[config.mk]
export PLATFORM = sky130hd
export DESIGN_NAME = sse_cell
export DESIGN_NICKNAME = d
export VERILOG_FILES = /design/src/design/sse_pkg.sv /design/src/design/sse_cell.sv
export SDC_FILE = /design/constraint.sdc
export NUM_CORES = 1
export LEC_CHECK = 0
export ABC_AREA = 1
export ABC_CLOCK_PERIOD_IN_PS = 2800
export BUFFER_PORTS_ARGS = -buffer_cell sky130_fd_sc_hd__clkbuf_2
export CAP_MARGIN = 20
export CORE_MARGIN = 2
export CORE_UTILIZATION = 30
export CTS_BUF_LIST = sky130_fd_sc_hd__clkbuf_4
export DETAILED_ROUTE_END_ITERATION = 7
export GPL_ROUTABILITY_DRIVEN = 0
export PLACE_DENSITY = 0.55
export SETUP_SLACK_MARGIN = 0.2
export SLEW_MARGIN = 5
export SYNTH_ARGS = -nofsm -noshare
export SYNTH_HDL_FRONTEND = slang
export SYNTH_SLANG_ARGS = --single-unit
[constraint.sdc]
create_clock -name i_clk -period 2.8 [get_ports i_clk]
set_input_delay 0.56 -clock i_clk [delete_from_list [all_inputs] [get_ports i_clk]]
set_output_delay 0.56 -clock i_clk [all_outputs]
set_load 0.02 [all_outputs]
[src/design/sse_pkg.sv]
`timescale 1ns / 1ps
`default_nettype none

package sse_pkg;

    localparam int DATA_W = 32;

    // one input transfer
    typedef struct packed {
        logic signed [DATA_W-1:0] value;
        logic                     last;
    } t_in;

    // one result transfer
    typedef struct packed {
        logic signed [DATA_W-1:0] sorted_value;
        logic                     last_res;
        logic                     overflow;
    } t_out;

    // value moving along the cell chain, with its occupancy mark
    typedef struct packed {
        logic                     occ;
        logic signed [DATA_W-1:0] val;
    } t_cell_data;

endpackage

`default_nettype wire

[src/design/sse_cell.sv]
`timescale 1ns / 1ps
`default_nettype none

module sse_cell
    import sse_pkg::*;
(
    input  wire logic       i_clk,
    input  wire logic       i_rst_n,
    input  wire logic       i_shift,
    input  wire t_cell_data i_in,
    input  wire t_cell_data i_next,
    output t_cell_data      o_held,
    output t_cell_data      o_pass
);

    t_cell_data r_held;
    t_cell_data n_held;
    t_cell_data r_pass;
    t_cell_data n_pass;

    // keep the smaller value, hand the larger one up the chain; on shift, take the next cell's value
    always_comb begin
        n_held     = r_held;
        n_pass.occ = 1'b0;
        n_pass.val = i_in.val;
        if (i_shift) begin
            n_held = i_next;
        end else if (i_in.occ) begin
            if (!r_held.occ) begin
                n_held = i_in;
            end else if (i_in.val < r_held.val) begin
                n_held = i_in;
                n_pass = r_held;
            end else begin
                n_pass = i_in;
            end
        end
    end

    // held value and outgoing value registers
    always_ff @(posedge i_clk) begin
        if (!i_rst_n) begin
            r_held.occ <= 1'b0;
            r_pass.occ <= 1'b0;
        end else begin
            r_held <= n_held;
            r_pass <= n_pass;
        end
    end

    assign o_held = r_held;
    assign o_pass = r_pass;

endmodule

`default_nettype wire
==> results of run 1 <==
==> through the flow <==
| stage | util, % | hold WS (ns) | total power [mW] |
|---|---|---|---|
| after floorplan | - | 0.583 | 1.54 |
| after global placement | 38.6 | 0.605 | 1.77 |
| after detailed placement | 38.6 | 0.591 | 1.78 |
| after CTS | 39.5 | 0.335 | 2.34 |
| after global routing | 39.5 | 0.365 | 2.44 |
| final | 39.5 | 0.383 | 2.31 |
==> synthesized netlist by cell type (3+ instances only) <==
library cell,n
nor2_1,11
nand2_1,189
clkbuf_1,7
nand4_1,32
o21ai_0,7
a21oi_1,15
buf_2,7
edfxtp_1,64
inv_1,46
nor3_1,3
ha_1,31
buf_6,3
==> path summary, 6_finish.rpt <==
check             startpoint          to  slack [ns]  cells past startpoint
setup / recovery  o_held[21]  o_held[15]        0.44                     14
hold / removal     i_next[4]   o_held[4]        0.38                      3
setup reg to reg  o_held[21]  o_held[15]        0.44                     14
hold reg to reg   o_held[32]  o_pass[32]        0.61                      2
==> area by class of cell <==
cell class	instances	area, um2
fillers	1288	7360
flip-flops and latches	66	1960
multi-input cells	297	1540
repair buffers	150	803
well taps	168	210
inverters	47	180
clock buffers	12	90.1
clock inverters	4	18.8
diodes	1	2.50
==> power by group through the flow <==
stage	registers, mW	clock network, mW	logic (mW)
6_report	1.21	0.558	0.542
3_5_place_dp	1.23	0	0.547
4_1_cts	1.21	0.583	0.550
2_1_floorplan	1.30	0	0.235
5_1_grt	1.21	0.621	0.609
3_3_place_gp	1.23	0	0.539
==> kinds of logic after synthesis <==
logic type / count (synthesis) / share of synthesized area, %
DFF: 66 / 52.0
and+or+nand+nor: 241 / 26.7
AOI/OAI and AO/OA: 25 / 3.55
adders and majority gates: 31 / 10.3
buffers and inverters: 66 / 7.40
==> state kept, by name, summed over array words and instances (netlist names) <==
signal	flops
o_pass	33
o_held	33
==> metal layers <==
| layer | wire [um] | track usage, % | part of all wire (%) | up-vias |
|---|---|---|---|---|
| met5 | 0 | 0 | 0 | - |
| met4 | 188 | 6.51 | 1.8 | 0 |
| met3 | 755 | 3.94 | 7.0 | 11 |
| met2 | 5120 | 27.0 | 48 | 108 |
| met1 | 4670 | 20.0 | 44 | 1522 |
| li1 | - | - | - | 1707 |
==> cell usage in the layout, fill, tap and decap left out, drive strengths merged <==
cell type | Yosys | routed
clkbuf | 7 | 146
o21bai | 1 | 1
dfxtp | 2 | 2
buf | 12 | 16
clkinvlp | 0 | 1
diode | 0 | 1
clkinv | 0 | 4
nand3 | 4 | 4
o21a | 1 | 1
a21oi | 16 | 16
ha | 31 | 31
edfxtp | 64 | 64
o21ai | 7 | 7
nor2 | 11 | 11
nor3 | 3 | 3
nand2 | 191 | 191
nand4 | 32 | 32
inv | 47 | 46
==> tightest hold or removal path: stages <==
cell	delay, ns
clkbuf_2	0.07
nand2_1	0.04
nand2_1	0.05
==> impl_metrics.py, run 1 <==
metrics = {
    "sta": {
        "tns_ns": 0,
        "relSlewSlack_pct": 72.4,
        "fmax_mhz": 423,
        "finalWorstSetupSlack_ns": 0.438,
        "hold_viol": 0,
        "skew_ns": 0.00639,
        "min_period_ns": 2.36,
        "setup_viol": 0,
        "fin_crit_sh_pct": 84.4,
        "maxSlewViolCount": 0,
        "worst_pin_slew_ns": 0.414,
        "rsz0062_at_grt": "false",
    },
    "layout": {
        "final_area_um2": 4800,
        "drive_gt1_share_pct": 30.0,
        "final_nets": 671,
        "synthToLayoutAreaGrowth_pct": 27.4,
        "instances_no_fill": 745,
    },
    "setup_path": {
        "arrival_ns": 2.51,
        "slowest_stage": "edfxtp_1",
        "crit_path_end_kind": "flip-flop",
        "required_ns": 2.95,
        "cp_cell_sequence": "inv_1, ha_1, a21oi_1, nor2_1, nor2_1, nand3_1, a21oi_2, nand2_1, nand2_2, nand2_1, nand2_1, nand2_1, clkinvlp_4, buf_4",
        "cp.buffers_inverters": 3,
        "critPathKind": "flip-flop to flip-flop",
        "startpoint_type": "flip-flop",
        "max_stage_delay_ns": 0.43,
        "cp_max_fo": 9,
        "path_common_cell": "nand2_1",
        "cp_top_family": "simple AND/OR/NAND/NOR gates",
    },
    "synth": {
        "synth_cells": 429,
        "ys_seq_area_share_pct": 52.0,
        "syn_area_um2": 3770,
        "postSynthAreaPerCell_um2": 8.79,
        "yosysWarnings": 0,
        "async_flop_share_pct": 0,
        "yosysTopAreaCell": "edfxtp_1",
        "synth-seq-cells": 66,
        "synth_fp_nets": 529,
        "synth_edf_count": 64,
        "synthDominantCellAreaShare_pct": 51.0,
        "synthFlopType": "edfxtp_1",
        "yosysUniqueCellTypes": 21,
        "netlist_top_cells_area": "edfxtp_1 51%, nand2_1 19%, ha_1 10%, nand4_1 5.3%, inv_1 4.6%",
    },
    "placement": {
        "pre_cts_ws_ns": 0.215,
        "hpwl_um": 8010,
        "dp.cells": 728,
        "postPlaceCellArea_um2": 4690,
        "port_buffers": 134,
    },
    "drt": {
        "drc": 0,
        "drt-total-wl_um": 10700,
        "vias": 3348,
        "ant_nets": 0,
        "via_per_inst": 4.49,
        "drtIter0Drc": 185,
        "routedWlPerCell_um": 14.4,
        "first_pass_iters": 4,
    },
    "clocking": {
        "path_clk_slew_ns": 0.11,
        "cts_tree": "done",
        "root_buffer": "clkbuf_4",
        "cts.repair.resized": 0,
        "post-cts-setup-buffer-count": 0,
        "cts.sinks": 66,
        "clk_path_buf_depth": 2,
        "h-tree-depth": 3,
        "clock_latency_ns": 0.44,
        "postCtsHoldBufs": 0,
        "numCtsBuffers": 9,
    },
    "min_path": {
        "hp-class": "input pin to flip-flop",
    },
    "global_route": {
        "grt_pass1_vias": 3179,
        "grt_max_degree": 36,
        "grt_pass1_wl_um": 16200,
        "antenna_found_initial": 0,
        "grt_overflow": 0,
        "grt_usage_pct": 16.1,
    },
    "power_and_ir_drop": {
        "p_sw_mw": 0.742,
        "p_comb_share_pct": 23.5,
        "power.internal_mw": 1.56,
        "vdd_drop_max_mv": 0.196,
        "clkPwrFrac_pct": 24.2,
        "cellLeakagePower_nw": 2.52,
        "power_density_nw_per_um2": 480,
        "p_seq_share_pct": 52.3,
        "p_sw_share_pct": 32.2,
    },
    "die": {
        "top_level_ports": 135,
        "die_h_um": 116,
        "dieArea_um2": 13500,
        "start_util_pct": 31.0,
        "core_area_um2": 12200,
        "die_w_um": 116,
        "rows": 40,
    },
    "job": {
        "maxCapViolations": 0,
    },
    "outcome": {
        "status": "finished, final reports clean",
    },
}
(Power assumes the default switching activity.)
==> inputs of run 2 (changes only) <==
--- a/config.mk
+++ b/config.mk
@@ -6,7 +6,7 @@
 export NUM_CORES = 1
 export LEC_CHECK = 0
 export ABC_AREA = 1
-export ABC_CLOCK_PERIOD_IN_PS = 2800
+export ABC_CLOCK_PERIOD_IN_PS = 2100
 export BUFFER_PORTS_ARGS = -buffer_cell sky130_fd_sc_hd__clkbuf_2
 export CAP_MARGIN = 20
 export CORE_MARGIN = 2
==> constraint.sdc (replaced) <==
create_clock -name i_clk -period 2.1 [get_ports i_clk]
set_input_delay 0.42 -clock i_clk [delete_from_list [all_inputs] [get_ports i_clk]]
set_output_delay 0.42 -clock i_clk [all_outputs]
set_load 0.02 [all_outputs]
==> impl_metrics.py, run 2 (synthesized netlist as in run 1, its figures left out) <==
metrics = {
    "outcome": {
        "status": "finished with violations",
        "violations": "negative setup slack",
    },
    "clocking": {
        "numCtsBuffers": 9,
        "root_buffer": "clkbuf_4",
        "clock_latency_ns": 0.42,
        "cts.sinks": 66,
        "h-tree-depth": 3,
        "cts_tree": "done",
        "path_clk_slew_ns": 0.12,
        "clk_path_buf_depth": 2,
    },
    "power_and_ir_drop": {
        "clkPwrFrac_pct": 21.5,
        "power_density_nw_per_um2": 582,
        "p_comb_share_pct": 30.4,
        "p_seq_share_pct": 48.1,
        "cellLeakagePower_nw": 2.95,
        "p_sw_mw": 1.09,
        "power.internal_mw": 2.22,
        "power_mw": 3.31,
        "vdd_drop_max_mv": 0.262,
        "p_sw_share_pct": 32.9,
    },
    "setup_path": {
        "required_ns": 2.30,
        "cp_max_fo": 6,
        "crit_path_end_kind": "flip-flop",
        "cp_top_family": "buffers and inverters",
        "critPathKind": "flip-flop to flip-flop",
        "startpoint_type": "flip-flop",
        "slowest_stage": "edfxtp_1",
        "path_common_cell": "nand2_2",
        "cp_cell_sequence": "inv_1, ha_1, nand2_2, nor2_1, nor2_1, nand3_2, a21oi_4, buf_4, nand3_4, nand2_2, nand2_2, nand2_2, clkinvlp_4, buf_6, clkbuf_16",
        "cp.buffers_inverters": 5,
        "arrival_ns": 2.49,
        "max_stage_delay_ns": 0.42,
    },
    "layout": {
        "filler_cell_count": 1206,
        "synthToLayoutAreaGrowth_pct": 50.7,
        "final_area_um2": 5680,
        "final_cell_mix": "174 x nand2_1, 134 x clkbuf_2, 82 x buf_4",
        "diodes": 0,
        "final_nets": 749,
        "drive_gt1_share_pct": 44.3,
        "fin_util_pct": 46.7,
        "multiInputGateArea_um2": 1740,
        "final_common_cell": "nand2_1",
        "instances_no_fill": 822,
        "seqCellArea_um2": 1960,
    },
    "sta": {
        "fin_crit_sh_pct": 109,
        "rsz0062_at_grt": "true",
        "maxSlewViolCount": 0,
        "hold_viol": 0,
        "skew_ns": 0.0169,
        "fin_hold_ws_ns": 0.262,
        "worst_pin_slew_ns": 0.485,
        "min_period_ns": 2.30,
        "fmax_mhz": 435,
        "setup_viol": 64,
        "finalWorstSetupSlack_ns": -0.198,
        "tns_ns": -9.38,
        "relSlewSlack_pct": 67.7,
    },
    "die": {
        "die_w_um": 116,
        "rows": 40,
        "start_util_pct": 31.0,
        "core_area_um2": 12200,
        "dieArea_um2": 13500,
        "top_level_ports": 135,
        "die_h_um": 116,
    },
    "global_route": {
        "antenna_found_initial": 0,
        "grt_max_degree": 33,
        "grt_pass1_vias": 3549,
        "grt_pass1_wl_um": 17500,
        "grt_overflow": 0,
        "grt_usage_pct": 17.2,
    },
    "placement": {
        "dp.cells": 786,
        "hpwl_um": 8120,
        "port_buffers": 134,
        "postPlaceCellArea_um2": 5180,
        "pre_cts_ws_ns": -0.420,
    },
    "drt": {
        "ant_nets": 0,
        "via_per_inst": 4.44,
        "drt-total-wl_um": 11700,
        "vias": 3651,
        "drc": 0,
        "first_pass_iters": 4,
        "routedWlPerCell_um": 14.3,
        "drtIter0Drc": 155,
    },
    "job": {
        "maxCapViolations": 0,
    },
    "min_path": {
        "hp-class": "input pin to flip-flop",
    },
}
==> run 2: cell types whose count changed in the layout (fill, tap and decap cells not counted), moves of 6 or more <==
cell,before,now
inv_1,45,39
inv_2,1,7
a21oi_1,15,7
a21oi_2,1,8
nand2_2,2,13
nand2_1,189,174
buf_4,15,82
==> run 2: tightest hold or removal path: stages <==
cell and delay, ns:
clkbuf_2 0.07, nand2_1 0.04, nand2_1 0.06
==> run 2: what timing repair did <==
| item | in CTS | in global routing |
|---|---|---|
| hold buffers | 0 | 0 |
| gates cloned | 1 | 1 |
| pin swaps | 6 | 10 |
| setup endpoints to repair | 64 | 64 |
| setup buffers | 14 | 4 |
| gates resized for setup | 27 | 32 |
==> run 2: routing by layer <==
layer,vias to the layer above,GRT usage [%],part of all wire [%]
met5,-,0,0
met4,0,4.76,0.85
met3,6,4.20,5.8
met2,119,29.0,48
met1,1659,22.1,45
li1,1867,-,-
==> run 2: worst paths after layout <==
kind / to / slack [ns] / cells past startpoint / startpoint
setup / recovery: o_held[13] / -0.20 / 15 / o_held[23]
hold / removal: o_held[12] / 0.26 / 3 / i_next[12]
hold reg to reg: o_pass[32] / 0.63 / 2 / o_held[32]
setup reg to reg: o_held[13] / -0.20 / 15 / o_held[23]
==> run 2: power by group through the flow <==
stage	clock network, mW	logic (mW)	registers, mW
final	0.713	1.01	1.59
after detailed placement	0	0.872	1.62
after CTS	0.742	0.953	1.59
after floorplan	0	0.319	1.74
after global placement	0	0.865	1.62
after global routing	0.795	1.11	1.60
==> run 2: final cells by class <==
type / count / share of cell area, %
Inverter: 47 / 3.17
Tap cell: 168 / 3.70
Timing Repair Buffer: 228 / 26.2
Sequential cell: 66 / 34.5
Clock buffer: 9 / 1.19
Multi-Input combinational cell: 297 / 30.6
Clock inverter: 7 / 0.638
==> inputs of run 3 (changes only) <==
--- a/config.mk
+++ b/config.mk
@@ -9,12 +9,16 @@
 export ABC_CLOCK_PERIOD_IN_PS = 2100
 export BUFFER_PORTS_ARGS = -buffer_cell sky130_fd_sc_hd__clkbuf_2
 export CAP_MARGIN = 20
+export CELL_PAD_IN_SITES_DETAIL_PLACEMENT = 1
+export CELL_PAD_IN_SITES_GLOBAL_PLACEMENT = 1
+export CORE_ASPECT_RATIO = 0.6
 export CORE_MARGIN = 2
 export CORE_UTILIZATION = 30
 export CTS_BUF_LIST = sky130_fd_sc_hd__clkbuf_4
+export CTS_CLUSTER_SIZE = 28
 export DETAILED_ROUTE_END_ITERATION = 7
 export GPL_ROUTABILITY_DRIVEN = 0
-export PLACE_DENSITY = 0.55
+export PLACE_DENSITY = 0.71
 export SETUP_SLACK_MARGIN = 0.2
 export SLEW_MARGIN = 5
 export SYNTH_ARGS = -nofsm -noshare
==> impl_metrics.py, run 3 (synthesized netlist as in run 1, its figures left out) <==
metrics = {
    "setup_path": {
        "arrival_ns": 2.64,
        "r2r_end": "o_pass[20]",
        "slowest_stage": "edfxtp_1",
        "cp_top_family": "simple AND/OR/NAND/NOR gates",
        "timing.rr.start": "o_held[14]",
        "r2r_cells": 17,
        "cp.buffers_inverters": 6,
        "path_common_cell": "nand2_1",
        "max_stage_delay_ns": 0.38,
        "required_ns": 2.30,
        "r2r_slack_ns": -0.34,
        "critPathKind": "flip-flop to flip-flop",
        "cp_cell_sequence": "inv_1, ha_1, nand2_2, inv_2, nand3_4, nor3_4, nand2_1, nand2_1, nand2_2, buf_6, nand3_4, buf_4, buf_6, nand3_4, buf_12, nand2_1, nand2_1",
        "cp_max_fo": 8,
        "startpoint_type": "flip-flop",
        "crit_path_end_kind": "flip-flop",
    },
    "sta": {
        "skew_ns": 0.0103,
        "setup_viol": 64,
        "fin_crit_sh_pct": 116,
        "relSlewSlack_pct": 65.5,
        "rsz0062_at_grt": "true",
        "min_period_ns": 2.44,
        "fin_hold_ws_ns": 0.257,
        "worst_pin_slew_ns": 0.518,
        "fmax_mhz": 410,
        "finalWorstSetupSlack_ns": -0.338,
        "hold_viol": 0,
        "maxSlewViolCount": 0,
    },
    "die": {
        "start_util_pct": 31.0,
        "die_h_um": 90.8,
        "rows": 31,
        "top_level_ports": 135,
        "die_w_um": 149,
        "dieArea_um2": 13500,
        "core_area_um2": 12200,
    },
    "layout": {
        "synthToLayoutAreaGrowth_pct": 53.3,
        "final_cell_mix": "168 x nand2_1, 134 x clkbuf_2, 81 x buf_4",
        "final_nets": 750,
        "drive_gt1_share_pct": 45.5,
        "final_common_cell": "nand2_1",
        "filler_cell_count": 1514,
        "fin_util_pct": 47.5,
        "diodes": 0,
    },
    "clocking": {
        "clk_path_buf_depth": 2,
        "root_buffer": "clkbuf_4",
        "path_clk_slew_ns": 0.13,
        "clock_latency_ns": 0.43,
        "postCtsHoldBufs": 0,
        "h-tree-depth": 3,
        "cts_tree": "done",
        "numCtsBuffers": 9,
        "cts.sinks": 66,
    },
    "drt": {
        "vias": 3821,
        "via_per_inst": 4.66,
        "drtIter0Drc": 151,
        "routedWlPerCell_um": 16.9,
        "drt-total-wl_um": 13800,
        "drc": 0,
        "first_pass_iters": 6,
        "ant_nets": 0,
    },
    "global_route": {
        "grt_usage_pct": 20.5,
        "grt_pass1_wl_um": 21200,
        "antenna_found_initial": 0,
        "use_met2_pct": 32.8,
        "grt_pass1_vias": 4045,
        "grt_overflow": 0,
        "gr-usage-met3_pct": 5.45,
        "use_met1_pct": 28.1,
        "grt_max_degree": 33,
        "grt_busiest_layer": "met2",
    },
    "outcome": {
        "status": "finished with violations",
        "violations": "negative setup slack",
    },
    "min_path": {
        "min_from": "i_next[25]",
        "whs_endpoint": "o_held[25]",
        "hold_depth": 3,
        "hp-class": "input pin to flip-flop",
    },
    "placement": {
        "port_buffers": 134,
        "hpwl_um": 9690,
    },
    "power_and_ir_drop": {
        "vdd_drop_max_mv": 0.282,
        "power_density_nw_per_um2": 631,
        "cellLeakagePower_nw": 2.98,
        "power_mw": 3.65,
    },
    "job": {
        "maxCapViolations": 0,
    },
}
==> run 3: cell types whose count changed in the layout (fill, tap and decap cells not counted), moves of 2 or more <==
| cell | delta |
|---|---|
| nand2_2 | +9 |
| a21oi_2 | -2 |
| ha_1 | -2 |
| bufinv_16 | +2 |
| ha_4 | +2 |
| nand2_1 | -6 |
| clkinv_1 | -3 |
| a21oi_1 | +3 |
| nor3_2 | -2 |
| nand2_4 | -3 |
==> run 3: through the flow <==
| stage | worst slack (ns) | TNS, ns | instance area, um2 | cells |
|---|---|---|---|---|
| 2_1_floorplan | -0.345 | -12.09 | 3800 | 429 |
| 3_3_place_gp | -0.420 | -24.82 | 5150 | 783 |
| 3_5_place_dp | -0.550 | -32.63 | 5150 | 783 |
| 4_1_cts | -0.276 | -14.91 | 5580 | 811 |
| 5_1_grt | -0.497 | -30.36 | 5780 | 820 |
| 6_report | -0.338 | -19.85 | 5780 | 820 |
==> run 3: timing repair <==
action,4_1_cts,5_1_grt
resized for setup,31,34
buffers inserted,10,8
cloned,2,1
endpoints found under the hold margin,0,0
pin swaps,4,2
setup endpoints to repair,64,64
==> run 3: worst reg2reg max path, stage by stage (launching register included) <==
cell and delay (ns):
edfxtp_1 0.38, inv_1 0.06, ha_1 0.28, nand2_2 0.07, inv_2 0.06, nand3_4 0.08, nor3_4 0.15, nand2_1 0.08
nand2_1 0.09, nand2_2 0.07, buf_6 0.12, nand3_4 0.09, buf_4 0.12, buf_6 0.09, nand3_4 0.15, buf_12 0.21
nand2_1 0.06, nand2_1 0.06
==> run 3: layout make-up <==
class,instances,area (um2),area share (%)
Clock buffer,9,67.6,1.17
Timing Repair Buffer,229,1520,26.3
Tap cell,165,206,3.57
Sequential cell,66,1960,33.9
Multi-Input combinational cell,297,1750,30.3
Inverter,47,180,3.12
Clock inverter,7,93.8,1.62
==> run 3: how the worst max path moves through the flow <==
stage / from / end / slack (ns) / cells after the start
2_1_floorplan: o_held[15] / o_held[0] / -0.35 / 15
3_3_place_gp: i_in[15] / o_held[21] / -0.42 / 16
3_5_place_dp: i_in[15] / o_pass[2] / -0.55 / 16
4_1_cts: o_held[14] / o_held[5] / -0.28 / 17
5_1_grt: o_held[15] / o_pass[20] / -0.50 / 17
6_report: o_held[14] / o_pass[20] / -0.34 / 17
==> run 3: report_power, final <==
group	switching (mW)	leakage [nW]	internal, mW
Clock	0.526	0.0819	0.479
Sequential	0.0384	0.640	1.56
Combinational	0.601	2.26	0.445
Total	1.16	2.98	2.48
==> run 3: routing by layer <==
metal	vias up	part of all wire, %
li1	1876	-
met1	1815	48
met2	120	45
met3	10	6.0
met4	0	0.73
met5	-	0
